===== config.mk =====
export PLATFORM = sky130hd
export DESIGN_NAME = battery_energy_balance_gauge_unit
export DESIGN_NICKNAME = d
export VERILOG_FILES = /design/src/design/bebg_pkg.sv /design/src/design/bebg_div.sv /design/src/design/bebg_ctrl.sv /design/src/design/bebg_dp.sv /design/src/design/battery_energy_balance_gauge_unit.sv
export VERILOG_INCLUDE_DIRS = /design/src /design/src/design
export SDC_FILE = /design/constraint.sdc
export NUM_CORES = 2
export LEC_CHECK = 0
export BUFFER_PORTS_ARGS = -buffer_cell sky130_fd_sc_hd__buf_2
export CORE_MARGIN = 1.5
export CORE_UTILIZATION = 47
export CTS_CLUSTER_SIZE = 20
export DETAILED_ROUTE_END_ITERATION = 8
export PLACE_DENSITY_LB_ADDON = 0.15
export SYNTH_ARGS = -nofsm -noshare
export SYNTH_HDL_FRONTEND = slang
export SYNTH_SLANG_ARGS = --single-unit

===== constraint.sdc =====
create_clock -name clk -period 22.3 [get_ports clk]
set_input_delay 1.115 -clock clk [delete_from_list [all_inputs] [get_ports clk]]
set_output_delay 1.115 -clock clk [all_outputs]
set_load 0.02 [all_outputs]

===== src/design/battery_energy_balance_gauge_unit_assert.svh =====
// Assertion macros shared by the gauge modules.
// Each macro expects signals named clk and rst_n in the module that uses it.
`ifndef BATTERY_ENERGY_BALANCE_GAUGE_UNIT_ASSERT_SVH
`define BATTERY_ENERGY_BALANCE_GAUGE_UNIT_ASSERT_SVH

// Same-cycle implication.
`define BEBG_ASSERT_IMPL(label, ante, cons) \
    label: assert property (@(posedge clk) disable iff (!rst_n) (ante) |-> (cons)) \
        else $error("gauge assertion failed");

// Next-cycle implication.
`define BEBG_ASSERT_NEXT(label, ante, cons) \
    label: assert property (@(posedge clk) disable iff (!rst_n) (ante) |=> (cons)) \
        else $error("gauge assertion failed");

`endif


===== src/design/bebg_pkg.sv =====
package bebg_pkg;

    localparam int EFF_FRAC_BITS_DEF = 16;

    localparam int CFG_ADDR_W = 4;
    localparam int CFG_DATA_W = 32;

    localparam int EFF_W      = 17;
    localparam int CAP_W      = 32;
    localparam int RSV_W      = 7;
    localparam int PWR_W      = 16;
    localparam int DT_W       = 12;
    localparam int LOAD_W     = 19;
    localparam int MARGIN_W   = 20;
    localparam int MAG_W      = 19;
    localparam int ENERGY_W   = 32;
    localparam int SOC_W      = 14;
    localparam int SBP_W      = 16;
    localparam int SECS_W     = 32;

    // Shared multiplier: widest operands are (100*E - C*R) by efficiency
    localparam int MUL_A_W    = 39;
    localparam int MUL_B_W    = 17;
    localparam int PROD_W     = MUL_A_W + MUL_B_W;

    localparam int MDT_W      = MAG_W + DT_W;   // margin * step
    localparam int E100_W     = 39;             // 100 * energy, capacity * reserve
    localparam int MAGX100_W  = 25;             // 100 * margin magnitude
    localparam int SOC_NUM_W  = 46;             // energy * 10000
    localparam int SBP_NUM_W  = 30;             // solar * 10000

    localparam logic [EFF_W-1:0] CHARGE_EFF_RESET    = EFF_W'(58982);
    localparam logic [EFF_W-1:0] DISCHARGE_EFF_RESET = EFF_W'(62259);
    localparam logic [CAP_W-1:0] CAPACITY_RESET      = CAP_W'(36000000);
    localparam logic [RSV_W-1:0] RESERVE_RESET       = RSV_W'(20);

    localparam logic [SOC_W-1:0] BASIS_POINTS  = SOC_W'(10000);
    localparam logic [RSV_W-1:0] PERCENT_SCALE = RSV_W'(100);

    typedef enum logic [1:0] {
        REG_CHARGE_EFF,
        REG_DISCHARGE_EFF,
        REG_CAPACITY,
        REG_RESERVE
    } cfg_reg_t;

    typedef enum logic [2:0] {
        MUL_MDT,    // magnitude * step
        MUL_GAIN,   // (magnitude * step) * charge efficiency
        MUL_SOC,    // energy * 10000
        MUL_SBP,    // solar * 10000
        MUL_E100,   // energy * 100
        MUL_RES,    // capacity * reserve percent
        MUL_DEN,    // magnitude * 100
        MUL_NUM     // reserve headroom * discharge efficiency
    } mul_sel_t;

    typedef enum logic [1:0] {
        DIV_DRAIN,
        DIV_SOC,
        DIV_SBP,
        DIV_SECS
    } div_sel_t;

    typedef struct packed {
        logic     load_item;
        mul_sel_t mul_sel;
        logic     div_start;
        div_sel_t div_sel;
        logic     gain_wr;
        logic     drain_wr;
        logic     soc_wr;
        logic     sbp_wr;
        logic     e100_wr;
        logic     diff_wr;
        logic     den_wr;
        logic     secs_wr;
        logic     out_load;
    } dp_cmd_t;

    typedef struct packed {
        logic deficit;
        logic secs_go;
        logic div_busy;
        logic div_done;
    } dp_stat_t;

endpackage


===== src/design/bebg_div.sv =====
`include "battery_energy_balance_gauge_unit_assert.svh"

// Restoring divider, one quotient bit per cycle. The numerator arrives
// left-aligned; count gives the number of significant numerator bits.
module bebg_div #(
    parameter int NUM_W = 56,
    parameter int DEN_W = 41
) (
    input  logic                       clk,
    input  logic                       rst_n,
    input  logic                       start,
    input  logic [NUM_W-1:0]           num,
    input  logic [DEN_W-1:0]           den,
    input  logic [$clog2(NUM_W+1)-1:0] count,
    output logic [NUM_W-1:0]           quot,
    output logic                       busy,
    output logic                       done
);

    localparam int CNT_W = $clog2(NUM_W + 1);

    logic [DEN_W-1:0] rem_reg;
    logic [NUM_W-1:0] quot_reg;
    logic [DEN_W-1:0] den_reg;
    logic [CNT_W-1:0] cnt_reg;
    logic             busy_reg;
    logic             done_reg;

    logic [DEN_W:0]   trial;
    logic [DEN_W:0]   trial_sub;
    logic             fits;

    always_comb
    begin
        trial     = {rem_reg, quot_reg[NUM_W-1]};
        fits      = (trial >= {1'b0, den_reg});
        trial_sub = trial - {1'b0, den_reg};
    end

    always_ff @(posedge clk or negedge rst_n)
    begin
        if (!rst_n)
        begin
            busy_reg <= 1'b0;
            done_reg <= 1'b0;
            cnt_reg  <= '0;
        end
        else
        begin
            done_reg <= 1'b0;
            if (start)
            begin
                busy_reg <= 1'b1;
                cnt_reg  <= count;
            end
            else if (busy_reg)
            begin
                cnt_reg <= cnt_reg - CNT_W'(1);
                if (cnt_reg == CNT_W'(1))
                begin
                    busy_reg <= 1'b0;
                    done_reg <= 1'b1;
                end
            end
        end
    end

    always_ff @(posedge clk)
    begin
        if (start)
        begin
            rem_reg  <= '0;
            quot_reg <= num;
            den_reg  <= den;
        end
        else if (busy_reg)
        begin
            rem_reg  <= fits ? trial_sub[DEN_W-1:0] : trial[DEN_W-1:0];
            quot_reg <= {quot_reg[NUM_W-2:0], fits};
        end
    end

    assign quot = quot_reg;
    assign busy = busy_reg;
    assign done = done_reg;

    `BEBG_ASSERT_NEXT(div_start_busy, start, busy_reg)
    `BEBG_ASSERT_IMPL(div_done_idle, done_reg, !busy_reg)

endmodule


===== src/design/bebg_ctrl.sv =====
`include "battery_energy_balance_gauge_unit_assert.svh"

// Sequencer: walks one item through the shared multiplier and divider.
module bebg_ctrl (
    input  logic               clk,
    input  logic               rst_n,
    input  logic               in_valid,
    output logic               in_stall,
    output logic               out_valid,
    input  logic               out_stall,
    output bebg_pkg::dp_cmd_t  cmd,
    input  bebg_pkg::dp_stat_t stat
);

    import bebg_pkg::*;

    typedef enum logic [4:0] {
        S_IDLE,
        S_MDT,
        S_GAIN,
        S_GAIN_ADD,
        S_DRAIN_WAIT,
        S_SOC_MUL,
        S_SOC_DIV,
        S_SOC_WAIT,
        S_SBP_MUL,
        S_SBP_DIV,
        S_SBP_WAIT,
        S_E100,
        S_RES,
        S_DIFF,
        S_NUM,
        S_SECS_DIV,
        S_SECS_WAIT,
        S_OUT
    } state_t;

    state_t state_reg;
    state_t state_next;
    logic   out_valid_reg;
    logic   out_valid_next;

    always_comb
    begin
        cmd         = '0;
        cmd.mul_sel = MUL_MDT;
        cmd.div_sel = DIV_DRAIN;
        state_next  = state_reg;
        unique case (state_reg)
            S_IDLE:
            begin
                if (in_valid)
                begin
                    cmd.load_item = 1'b1;
                    state_next    = S_MDT;
                end
            end
            S_MDT:
            begin
                cmd.mul_sel = MUL_MDT;
                state_next  = S_GAIN;
            end
            S_GAIN:
            begin
                if (stat.deficit)
                begin
                    cmd.div_start = 1'b1;
                    cmd.div_sel   = DIV_DRAIN;
                    state_next    = S_DRAIN_WAIT;
                end
                else
                begin
                    cmd.mul_sel = MUL_GAIN;
                    state_next  = S_GAIN_ADD;
                end
            end
            S_GAIN_ADD:
            begin
                cmd.gain_wr = 1'b1;
                state_next  = S_SOC_MUL;
            end
            S_DRAIN_WAIT:
            begin
                if (stat.div_done)
                begin
                    cmd.drain_wr = 1'b1;
                    state_next   = S_SOC_MUL;
                end
            end
            S_SOC_MUL:
            begin
                cmd.mul_sel = MUL_SOC;
                state_next  = S_SOC_DIV;
            end
            S_SOC_DIV:
            begin
                cmd.div_start = 1'b1;
                cmd.div_sel   = DIV_SOC;
                state_next    = S_SOC_WAIT;
            end
            S_SOC_WAIT:
            begin
                if (stat.div_done)
                begin
                    cmd.soc_wr = 1'b1;
                    state_next = S_SBP_MUL;
                end
            end
            S_SBP_MUL:
            begin
                cmd.mul_sel = MUL_SBP;
                state_next  = S_SBP_DIV;
            end
            S_SBP_DIV:
            begin
                cmd.div_start = 1'b1;
                cmd.div_sel   = DIV_SBP;
                state_next    = S_SBP_WAIT;
            end
            S_SBP_WAIT:
            begin
                if (stat.div_done)
                begin
                    cmd.sbp_wr = 1'b1;
                    state_next = S_E100;
                end
            end
            S_E100:
            begin
                cmd.mul_sel = MUL_E100;
                state_next  = S_RES;
            end
            S_RES:
            begin
                cmd.e100_wr = 1'b1;
                cmd.mul_sel = MUL_RES;
                state_next  = S_DIFF;
            end
            S_DIFF:
            begin
                cmd.diff_wr = 1'b1;
                cmd.mul_sel = MUL_DEN;
                state_next  = S_NUM;
            end
            S_NUM:
            begin
                cmd.den_wr  = 1'b1;
                cmd.mul_sel = MUL_NUM;
                state_next  = S_SECS_DIV;
            end
            S_SECS_DIV:
            begin
                if (stat.secs_go)
                begin
                    cmd.div_start = 1'b1;
                    cmd.div_sel   = DIV_SECS;
                    state_next    = S_SECS_WAIT;
                end
                else
                begin
                    state_next = S_OUT;
                end
            end
            S_SECS_WAIT:
            begin
                if (stat.div_done)
                begin
                    cmd.secs_wr = 1'b1;
                    state_next  = S_OUT;
                end
            end
            S_OUT:
            begin
                if (!out_valid_reg || !out_stall)
                begin
                    cmd.out_load = 1'b1;
                    state_next   = S_IDLE;
                end
            end
            default:
            begin
                state_next = S_IDLE;
            end
        endcase
    end

    always_comb
    begin
        if (cmd.out_load)
        begin
            out_valid_next = 1'b1;
        end
        else if (!out_stall)
        begin
            out_valid_next = 1'b0;
        end
        else
        begin
            out_valid_next = out_valid_reg;
        end
    end

    always_ff @(posedge clk or negedge rst_n)
    begin
        if (!rst_n)
        begin
            state_reg     <= S_IDLE;
            out_valid_reg <= 1'b0;
        end
        else
        begin
            state_reg     <= state_next;
            out_valid_reg <= out_valid_next;
        end
    end

    assign in_stall  = (state_reg != S_IDLE);
    assign out_valid = out_valid_reg;

    `BEBG_ASSERT_NEXT(ctrl_accept_then_busy, in_valid && !in_stall, in_stall)
    `BEBG_ASSERT_IMPL(ctrl_div_free, cmd.div_start, !stat.div_busy)

endmodule


===== src/design/bebg_dp.sv =====
`include "battery_energy_balance_gauge_unit_assert.svh"

// Datapath: item registers, shared multiplier, shared divider, working
// registers and the output register.
module bebg_dp #(
    parameter int EFFICIENCY_FRACTION_BITS = bebg_pkg::EFF_FRAC_BITS_DEF
) (
    input  logic                                 clk,
    input  logic                                 rst_n,
    input  bebg_pkg::dp_cmd_t                    cmd,
    output bebg_pkg::dp_stat_t                   stat,
    input  logic [bebg_pkg::EFF_W-1:0]           charge_eff,
    input  logic [bebg_pkg::EFF_W-1:0]           discharge_eff,
    input  logic [bebg_pkg::CAP_W-1:0]           capacity,
    input  logic [bebg_pkg::RSV_W-1:0]           reserve_pct,
    input  logic [bebg_pkg::PWR_W-1:0]           solar_power,
    input  logic [bebg_pkg::PWR_W-1:0]           healthy_solar_power,
    input  logic [bebg_pkg::PWR_W-1:0]           essential_load,
    input  logic [bebg_pkg::PWR_W-1:0]           discretionary_load,
    input  logic [bebg_pkg::PWR_W-1:0]           thermal_load,
    input  logic [bebg_pkg::PWR_W-1:0]           eva_load,
    input  logic [bebg_pkg::PWR_W-1:0]           comms_load,
    input  logic [bebg_pkg::DT_W-1:0]            step_seconds,
    output logic [bebg_pkg::ENERGY_W-1:0]        stored_energy,
    output logic [bebg_pkg::LOAD_W-1:0]          total_load,
    output logic signed [bebg_pkg::MARGIN_W-1:0] power_margin,
    output logic [bebg_pkg::SOC_W-1:0]           charge_basis_points,
    output logic [bebg_pkg::SBP_W-1:0]           solar_basis_points,
    output logic [bebg_pkg::SECS_W-1:0]          seconds_to_reserve,
    output logic                                 reserve_unbounded
);

    import bebg_pkg::*;

    localparam int F         = EFFICIENCY_FRACTION_BITS;
    localparam int DIV_NUM_W = (MDT_W + F > PROD_W) ? MDT_W + F : PROD_W;
    localparam int DIV_DEN_W = (MAGX100_W + F > CAP_W) ? MAGX100_W + F : CAP_W;
    localparam int DIV_CNT_W = $clog2(DIV_NUM_W + 1);

    // item registers
    logic [PWR_W-1:0]    solar_reg;
    logic [PWR_W-1:0]    healthy_reg;
    logic [DT_W-1:0]     dt_reg;
    logic [LOAD_W-1:0]   load_reg;
    logic [MAG_W-1:0]    mag_reg;
    logic [MARGIN_W-1:0] margin_reg;
    logic                deficit_reg;

    logic [LOAD_W-1:0]   load_sum;
    logic                deficit_now;
    logic [MAG_W-1:0]    mag_now;

    // working registers
    logic [PROD_W-1:0]    prod_reg;
    logic [ENERGY_W-1:0]  energy_reg;
    logic [E100_W-1:0]    e100_reg;
    logic [E100_W-1:0]    diff_reg;
    logic [DIV_DEN_W-1:0] den_reg;
    logic                 go_reg;
    logic [SOC_W-1:0]     soc_reg;
    logic [SBP_W-1:0]     sbp_reg;
    logic [SECS_W-1:0]    secs_reg;

    // output register
    logic [ENERGY_W-1:0]  out_energy_reg;
    logic [LOAD_W-1:0]    out_load_reg;
    logic [MARGIN_W-1:0]  out_margin_reg;
    logic [SOC_W-1:0]     out_soc_reg;
    logic [SBP_W-1:0]     out_sbp_reg;
    logic [SECS_W-1:0]    out_secs_reg;
    logic                 out_unb_reg;

    logic [MUL_A_W-1:0]   mul_a;
    logic [MUL_B_W-1:0]   mul_b;
    logic [PROD_W-1:0]    prod_next;
    logic [EFF_W-1:0]     de_eff;

    logic [DIV_NUM_W-1:0] div_num;
    logic [DIV_DEN_W-1:0] div_den;
    logic [DIV_CNT_W-1:0] div_cnt;
    logic [DIV_NUM_W-1:0] quot;
    logic                 div_busy;
    logic                 div_done;

    logic [PROD_W:0]      gain_sum;
    logic [ENERGY_W-1:0]  energy_gain;
    logic [ENERGY_W-1:0]  energy_drained;
    logic [ENERGY_W-1:0]  energy_drain;
    logic [ENERGY_W-1:0]  energy_next;
    logic [E100_W-1:0]    res_val;

    // loads, margin and its sign
    always_comb
    begin
        load_sum    = LOAD_W'(essential_load) + LOAD_W'(discretionary_load)
                    + LOAD_W'(thermal_load) + LOAD_W'(eva_load) + LOAD_W'(comms_load);
        deficit_now = (load_sum > LOAD_W'(solar_power));
        mag_now     = deficit_now ? (load_sum - LOAD_W'(solar_power))
                                  : (LOAD_W'(solar_power) - load_sum);
    end

    always_ff @(posedge clk)
    begin
        if (cmd.load_item)
        begin
            solar_reg   <= solar_power;
            healthy_reg <= healthy_solar_power;
            dt_reg      <= step_seconds;
            load_reg    <= load_sum;
            mag_reg     <= mag_now;
            deficit_reg <= deficit_now;
            margin_reg  <= deficit_now ? (MARGIN_W'(0) - MARGIN_W'(mag_now))
                                       : MARGIN_W'(mag_now);
        end
    end

    assign de_eff = (discharge_eff == '0) ? EFF_W'(1) : discharge_eff;

    // shared multiplier, product registered every cycle
    always_comb
    begin
        case (cmd.mul_sel)
            MUL_MDT:
            begin
                mul_a = MUL_A_W'(mag_reg);
                mul_b = MUL_B_W'(dt_reg);
            end
            MUL_GAIN:
            begin
                mul_a = MUL_A_W'(prod_reg[MDT_W-1:0]);
                mul_b = MUL_B_W'(charge_eff);
            end
            MUL_SOC:
            begin
                mul_a = MUL_A_W'(energy_reg);
                mul_b = MUL_B_W'(BASIS_POINTS);
            end
            MUL_SBP:
            begin
                mul_a = MUL_A_W'(solar_reg);
                mul_b = MUL_B_W'(BASIS_POINTS);
            end
            MUL_E100:
            begin
                mul_a = MUL_A_W'(energy_reg);
                mul_b = MUL_B_W'(PERCENT_SCALE);
            end
            MUL_RES:
            begin
                mul_a = MUL_A_W'(capacity);
                mul_b = MUL_B_W'(reserve_pct);
            end
            MUL_DEN:
            begin
                mul_a = MUL_A_W'(mag_reg);
                mul_b = MUL_B_W'(PERCENT_SCALE);
            end
            MUL_NUM:
            begin
                mul_a = diff_reg;
                mul_b = MUL_B_W'(de_eff);
            end
            default:
            begin
                mul_a = '0;
                mul_b = '0;
            end
        endcase
        prod_next = PROD_W'(mul_a) * PROD_W'(mul_b);
    end

    always_ff @(posedge clk)
    begin
        prod_reg <= prod_next;
    end

    // divider operands: numerator left-aligned, count = its significant bits
    always_comb
    begin
        case (cmd.div_sel)
            DIV_DRAIN:
            begin
                div_num = DIV_NUM_W'(prod_reg[MDT_W-1:0]) << (DIV_NUM_W - MDT_W);
                div_den = DIV_DEN_W'(de_eff);
                div_cnt = DIV_CNT_W'(MDT_W + F);
            end
            DIV_SOC:
            begin
                div_num = DIV_NUM_W'(prod_reg[SOC_NUM_W-1:0]) << (DIV_NUM_W - SOC_NUM_W);
                div_den = DIV_DEN_W'(capacity);
                div_cnt = DIV_CNT_W'(SOC_NUM_W);
            end
            DIV_SBP:
            begin
                div_num = DIV_NUM_W'(prod_reg[SBP_NUM_W-1:0]) << (DIV_NUM_W - SBP_NUM_W);
                div_den = DIV_DEN_W'(healthy_reg);
                div_cnt = DIV_CNT_W'(SBP_NUM_W);
            end
            DIV_SECS:
            begin
                div_num = DIV_NUM_W'(prod_reg) << (DIV_NUM_W - PROD_W);
                div_den = den_reg;
                div_cnt = DIV_CNT_W'(PROD_W);
            end
            default:
            begin
                div_num = '0;
                div_den = '0;
                div_cnt = '0;
            end
        endcase
    end

    bebg_div #(
        .NUM_W (DIV_NUM_W),
        .DEN_W (DIV_DEN_W)
    ) u_div (
        .clk   (clk),
        .rst_n (rst_n),
        .start (cmd.div_start),
        .num   (div_num),
        .den   (div_den),
        .count (div_cnt),
        .quot  (quot),
        .busy  (div_busy),
        .done  (div_done)
    );

    // energy update and clamp
    always_comb
    begin
        gain_sum       = (PROD_W+1)'(prod_reg >> F) + (PROD_W+1)'(energy_reg);
        energy_gain    = (gain_sum > (PROD_W+1)'(capacity)) ? capacity
                                                            : gain_sum[ENERGY_W-1:0];
        energy_drained = (DIV_NUM_W'(energy_reg) > quot)
                       ? (energy_reg - quot[ENERGY_W-1:0]) : '0;
        energy_drain   = (energy_drained > capacity) ? capacity : energy_drained;
        energy_next    = cmd.gain_wr ? energy_gain : energy_drain;
        res_val        = prod_reg[E100_W-1:0];
    end

    always_ff @(posedge clk or negedge rst_n)
    begin
        if (!rst_n)
        begin
            energy_reg <= '0;
        end
        else if (cmd.gain_wr || cmd.drain_wr)
        begin
            energy_reg <= energy_next;
        end
    end

    // telemetry working registers
    always_ff @(posedge clk)
    begin
        if (cmd.soc_wr)
        begin
            soc_reg <= (capacity == '0) ? '0 : quot[SOC_W-1:0];
        end
        if (cmd.sbp_wr)
        begin
            if (healthy_reg == '0)
            begin
                sbp_reg <= '0;
            end
            else
            begin
                sbp_reg <= (|quot[DIV_NUM_W-1:SBP_W]) ? '1 : quot[SBP_W-1:0];
            end
        end
        if (cmd.e100_wr)
        begin
            e100_reg <= prod_reg[E100_W-1:0];
        end
        if (cmd.diff_wr)
        begin
            diff_reg <= e100_reg - res_val;
            go_reg   <= deficit_reg && (e100_reg > res_val);
            secs_reg <= '0;
        end
        else if (cmd.secs_wr)
        begin
            secs_reg <= (|quot[DIV_NUM_W-1:SECS_W]) ? '1 : quot[SECS_W-1:0];
        end
        if (cmd.den_wr)
        begin
            den_reg <= DIV_DEN_W'(prod_reg[MAGX100_W-1:0]) << F;
        end
    end

    // output register
    always_ff @(posedge clk)
    begin
        if (cmd.out_load)
        begin
            out_energy_reg <= energy_reg;
            out_load_reg   <= load_reg;
            out_margin_reg <= margin_reg;
            out_soc_reg    <= soc_reg;
            out_sbp_reg    <= sbp_reg;
            out_secs_reg   <= secs_reg;
            out_unb_reg    <= !go_reg;
        end
    end

    assign stored_energy       = out_energy_reg;
    assign total_load          = out_load_reg;
    assign power_margin        = out_margin_reg;
    assign charge_basis_points = out_soc_reg;
    assign solar_basis_points  = out_sbp_reg;
    assign seconds_to_reserve  = out_secs_reg;
    assign reserve_unbounded   = out_unb_reg;

    assign stat.deficit  = deficit_reg;
    assign stat.secs_go  = go_reg;
    assign stat.div_busy = div_busy;
    assign stat.div_done = div_done;

    `BEBG_ASSERT_NEXT(dp_energy_capped, cmd.gain_wr || cmd.drain_wr, energy_reg <= capacity)

endmodule


===== src/design/battery_energy_balance_gauge_unit.sv =====
// Battery energy-counting gauge.
// Input channel (in_valid/in_stall): one item per simulation step carrying
// solar and healthy solar power, five loads and the step length. Output
// channel (out_valid/out_stall): one item per input with the updated stored
// energy, load total, signed margin, charge and solar basis points and the
// seconds left until the reserve level.
// Each division runs through one shared restoring divider at one quotient
// bit per cycle. One item is in work at a time, so the next item is taken
// the cycle after a result enters the output stage.
// A finished item sits in the output register while the next one is worked;
// if the receiver still stalls when the following result is ready, the
// sequencer holds in its last step and in_stall stays high.
// Reset clears the stored energy to zero, empties the output stage and loads
// the register defaults. Registers (APB, 4-byte spaced) may be written only
// while no item is in work.
module battery_energy_balance_gauge_unit #(
    parameter int EFFICIENCY_FRACTION_BITS = bebg_pkg::EFF_FRAC_BITS_DEF
) (
    input  logic                                 clk,
    input  logic                                 rst_n,
    // configuration port
    input  logic                                 psel,
    input  logic                                 penable,
    input  logic                                 pwrite,
    input  logic [bebg_pkg::CFG_ADDR_W-1:0]      paddr,
    input  logic [bebg_pkg::CFG_DATA_W-1:0]      pwdata,
    output logic [bebg_pkg::CFG_DATA_W-1:0]      prdata,
    output logic                                 pready,
    // input channel
    input  logic                                 in_valid,
    output logic                                 in_stall,
    input  logic [bebg_pkg::PWR_W-1:0]           solar_power,
    input  logic [bebg_pkg::PWR_W-1:0]           healthy_solar_power,
    input  logic [bebg_pkg::PWR_W-1:0]           essential_load,
    input  logic [bebg_pkg::PWR_W-1:0]           discretionary_load,
    input  logic [bebg_pkg::PWR_W-1:0]           thermal_load,
    input  logic [bebg_pkg::PWR_W-1:0]           eva_load,
    input  logic [bebg_pkg::PWR_W-1:0]           comms_load,
    input  logic [bebg_pkg::DT_W-1:0]            step_seconds,
    // output channel
    output logic                                 out_valid,
    input  logic                                 out_stall,
    output logic [bebg_pkg::ENERGY_W-1:0]        stored_energy,
    output logic [bebg_pkg::LOAD_W-1:0]          total_load,
    output logic signed [bebg_pkg::MARGIN_W-1:0] power_margin,
    output logic [bebg_pkg::SOC_W-1:0]           charge_basis_points,
    output logic [bebg_pkg::SBP_W-1:0]           solar_basis_points,
    output logic [bebg_pkg::SECS_W-1:0]          seconds_to_reserve,
    output logic                                 reserve_unbounded
);

    import bebg_pkg::*;

    logic [EFF_W-1:0] charge_eff_reg;
    logic [EFF_W-1:0] discharge_eff_reg;
    logic [CAP_W-1:0] capacity_reg;
    logic [RSV_W-1:0] reserve_reg;

    logic     cfg_wr;
    cfg_reg_t cfg_sel;

    dp_cmd_t  cmd;
    dp_stat_t stat;

    // register file: word index from the address, byte offset ignored
    assign pready  = 1'b1;
    assign cfg_wr  = psel && penable && pwrite;
    assign cfg_sel = cfg_reg_t'(paddr[3:2]);

    always_ff @(posedge clk or negedge rst_n)
    begin
        if (!rst_n)
        begin
            charge_eff_reg    <= CHARGE_EFF_RESET;
            discharge_eff_reg <= DISCHARGE_EFF_RESET;
            capacity_reg      <= CAPACITY_RESET;
            reserve_reg       <= RESERVE_RESET;
        end
        else if (cfg_wr)
        begin
            unique case (cfg_sel)
                REG_CHARGE_EFF:    charge_eff_reg    <= pwdata[EFF_W-1:0];
                REG_DISCHARGE_EFF: discharge_eff_reg <= pwdata[EFF_W-1:0];
                REG_CAPACITY:      capacity_reg      <= pwdata[CAP_W-1:0];
                REG_RESERVE:       reserve_reg       <= pwdata[RSV_W-1:0];
                default:           ;
            endcase
        end
    end

    always_comb
    begin
        unique case (cfg_sel)
            REG_CHARGE_EFF:    prdata = CFG_DATA_W'(charge_eff_reg);
            REG_DISCHARGE_EFF: prdata = CFG_DATA_W'(discharge_eff_reg);
            REG_CAPACITY:      prdata = CFG_DATA_W'(capacity_reg);
            REG_RESERVE:       prdata = CFG_DATA_W'(reserve_reg);
            default:           prdata = '0;
        endcase
    end

    // sequencer
    bebg_ctrl u_ctrl (
        .clk       (clk),
        .rst_n     (rst_n),
        .in_valid  (in_valid),
        .in_stall  (in_stall),
        .out_valid (out_valid),
        .out_stall (out_stall),
        .cmd       (cmd),
        .stat      (stat)
    );

    // arithmetic
    bebg_dp #(
        .EFFICIENCY_FRACTION_BITS (EFFICIENCY_FRACTION_BITS)
    ) u_dp (
        .clk                 (clk),
        .rst_n               (rst_n),
        .cmd                 (cmd),
        .stat                (stat),
        .charge_eff          (charge_eff_reg),
        .discharge_eff       (discharge_eff_reg),
        .capacity            (capacity_reg),
        .reserve_pct         (reserve_reg),
        .solar_power         (solar_power),
        .healthy_solar_power (healthy_solar_power),
        .essential_load      (essential_load),
        .discretionary_load  (discretionary_load),
        .thermal_load        (thermal_load),
        .eva_load            (eva_load),
        .comms_load          (comms_load),
        .step_seconds        (step_seconds),
        .stored_energy       (stored_energy),
        .total_load          (total_load),
        .power_margin        (power_margin),
        .charge_basis_points (charge_basis_points),
        .solar_basis_points  (solar_basis_points),
        .seconds_to_reserve  (seconds_to_reserve),
        .reserve_unbounded   (reserve_unbounded)
    );

endmodule


==> results.py <==
metrics = {
    "cells_and_area": {
        "n_fill_cell": 12200,
        "nets": 8047,
        "stdcell_count": 8719,
        "multi_input_comb_area_um2": 37900,
        "syn_to_final_growth_pct": 10.9,
        "regArea_um2": 19600,
        "fin_util": 0.525,
        "drive_above_1_share": 0.109,
    },
    "grt": {
        "antenna_found_initial": 12,
        "grt_max_degree": 80,
        "overflow": 0,
        "track_usage": 0.324,
        "grt_pass1_wl_um": 326000,
        "grt_pass1_vias": 50700,
    },
    "floorplan": {
        "rows": 133,
        "dieHeight_um": 367,
        "dieWidth_um": 367,
        "start_util": 0.474,
        "die-area_um2": 135000,
        "ioPinCount": 336,
        "coreArea_um2": 131000,
    },
    "sta": {
        "setup_viol": 0,
        "finClkSkew_ps": 42.1,
        "worst_pin_slew_ps": 1430,
        "max_freq_mhz": 88.8,
        "slew_headroom": 0.0475,
        "min_period_ps": 11260,
        "hold_viol_final": 0,
        "fin_setup_tns_ps": 0,
        "hold-worst-slack_ps": 416,
        "finalCritPeriodShare": 0.505,
        "rsz0062_at_grt": "no",
        "final_max_slew_viol_count": 0,
    },
    "worst_setup_path": {
        "worst-endpoint-arrival_ps": 11860,
        "cpPeakStageDelay_ps": 850,
        "cpMostUsedCell": "fa_1",
        "crit_path_start_kind": "register",
        "slowest_stage": "a21boi_2",
        "crit_fanout": 75,
        "critical_path_class": "register to register",
        "critPathCaptureType": "register",
        "cp_data_required_time_ps": 22890,
    },
    "yosys": {
        "synth_fa_ha_area_frac": 0.272,
        "synth_cell_types": 99,
        "syn_avg_cell_area_um2": 9.40,
        "synth_area_leaders": "edfxtp_1 (23%), fa_1 (19%), ha_1 (8.2%)",
        "synth-edff-count": 467,
        "synth_common_cells": "inv_1 (1,002), nand2_1 (801), fa_1 (593)",
        "synthCells": 6625,
        "ys.flop_type": "edfxtp_1",
        "seq_area_frac_synth": 0.315,
        "synth_compound_area_frac": 0.142,
        "synth_area_leader_cell": "edfxtp_1",
        "synthSimpleGateAreaFrac": 0.138,
        "synth-xor-area-share": 0.0318,
        "yosys_warnings": 0,
        "muxShareOfSynthArea": 0.0213,
        "synthesis.nets": 7792,
        "synth.cell_area_um2": 62300,
        "post-synth-top-count-cell": "inv_1",
        "synth_top_area_share": 0.225,
        "ys_seq_elements": 715,
        "synth_top_family_by_area": "adder cells",
        "async_flop_share": 0.166,
    },
    "detailed_routing": {
        "viasPerCell": 5.82,
        "wl_um": 219000,
        "wl_per_cell_um": 25.2,
        "drc": 0,
        "first_pass_iters": 9,
        "drt_first_iter_violations": 4698,
        "ant_nets": 0,
        "vias": 50800,
    },
    "clocking": {
        "clk_path_buf_depth": 3,
        "insertion_delay_ps": 680,
        "cts_buffers": 83,
        "cts_setup_buffers": 0,
        "cts_tree": "done",
        "ctsHtreeMaxLevel": 3,
        "root_buffer": "clkbuf_16",
        "clk_pin_slew_worst_paths_ps": 60,
        "cts_resized": 0,
        "clock-sinks": 715,
        "ctsHoldBuffers": 0,
    },
    "power": {
        "p_per_area_nw_per_um2": 70.5,
        "leakagePower_nw": 31.5,
        "ir_drop_uv": 89.4,
    },
    "place": {
        "place_inst": 8550,
        "hpwl_um": 167000,
        "numPortBuffers": 332,
        "place.gp.congestion": 1.03,
    },
    "outcome": {
        "outcome": "finished clean",
    },
    "min_path": {
        "hold_class": "register to register",
    },
    "run": {
        "max_cap_viol_count": 0,
    },
}
per-stage QoR:
| stage | power, mW | setup slack, ps | instance area [µm²] |
|---|---|---|---|
| global placement | 3.39 | 11280 | 66100 |
| global route | 5.11 | 10570 | 69000 |
| detailed placement | 3.42 | 11220 | 66100 |
| CTS | 4.86 | 11180 | 69000 |
| finish | 4.87 | 11040 | 69100 |
| floorplan | 2.87 | 12200 | 62300 |
metal layers:
layer  vias to the layer above  GRT usage  share of wire
li1                      22900          -              -
met4                         4      0.148          0.051
met3                       439     0.0685          0.088
met1                     25200      0.426           0.41
met5                         -          0        0.00015
met2                      2254      0.513           0.45
cells in the final DEF (no fill, tap or decap), types with 143 or more instances in the layout:
cell,Yosys,routed
xnor2_1,148,148
o21ai_0,331,330
edfxtp_1,467,467
a21o_1,144,143
nand2_1,801,800
inv_1,1002,999
a21oi_1,395,392
buf_2,8,331
nor2_1,434,433
ha_1,407,407
fa_1,593,593
worst max-delay path: cells and delay by family (launching register included):
kind                     cells  cell delay, ps
adder cells (fa/ha/maj)      7            3430
flip-flops                   1             660
buffers and inverters        6            1510
AO/OA/AOI/OAI               10            3570
AND/OR/NAND/NOR              9            1980
power by group:
part	internal, mW	total, mW	switching (mW)
sequential	1.54	1.60	0.0622
combinational	0.655	1.83	1.17
clock	0.856	1.44	0.587
cell families (layout without fill, tap and decap cells):
kind of cell / after synthesis / in the layout
AND/OR/NAND/NOR: 1883 / 1883
AO/OA/AOI/OAI: 1385 / 1385
multiplexers: 117 / 117
flip-flops: 715 / 715
XOR/XNOR: 226 / 226
adder cells (fa/ha/maj): 1000 / 1000
other: 1 / 14
buffers and inverters: 1298 / 1624
path summary, 6_finish.rpt:
check	start	end	slack, ps	cells past startpoint
max	u_ctrl.state_reg[1]	u_dp.prod_reg[54]	11040	32
min	u_dp.margin_reg[19]	u_dp.power_margin[19]	420	0
max reg2reg	u_ctrl.state_reg[1]	u_dp.prod_reg[54]	11040	32
min reg2reg	u_dp.margin_reg[19]	u_dp.power_margin[19]	420	0
max in group asynchronous	rst_n	u_dp.u_div.busy	20250	2
min in group asynchronous	rst_n	capacity_reg[0]	550	1
final cells by class:
| class | instances | area share |
|---|---|---|
| Sequential cell | 715 | 0.284 |
| Tap cell | 1755 | 0.0318 |
| Timing Repair Buffer | 465 | 0.0386 |
| Multi-Input combinational cell | 4612 | 0.549 |
| Antenna cell | 13 | 0.000471 |
| Clock inverter | 43 | 0.00821 |
| Inverter | 1003 | 0.0545 |
| Clock buffer | 113 | 0.0336 |
No activity file was read; power rests on OpenSTA's default activity.
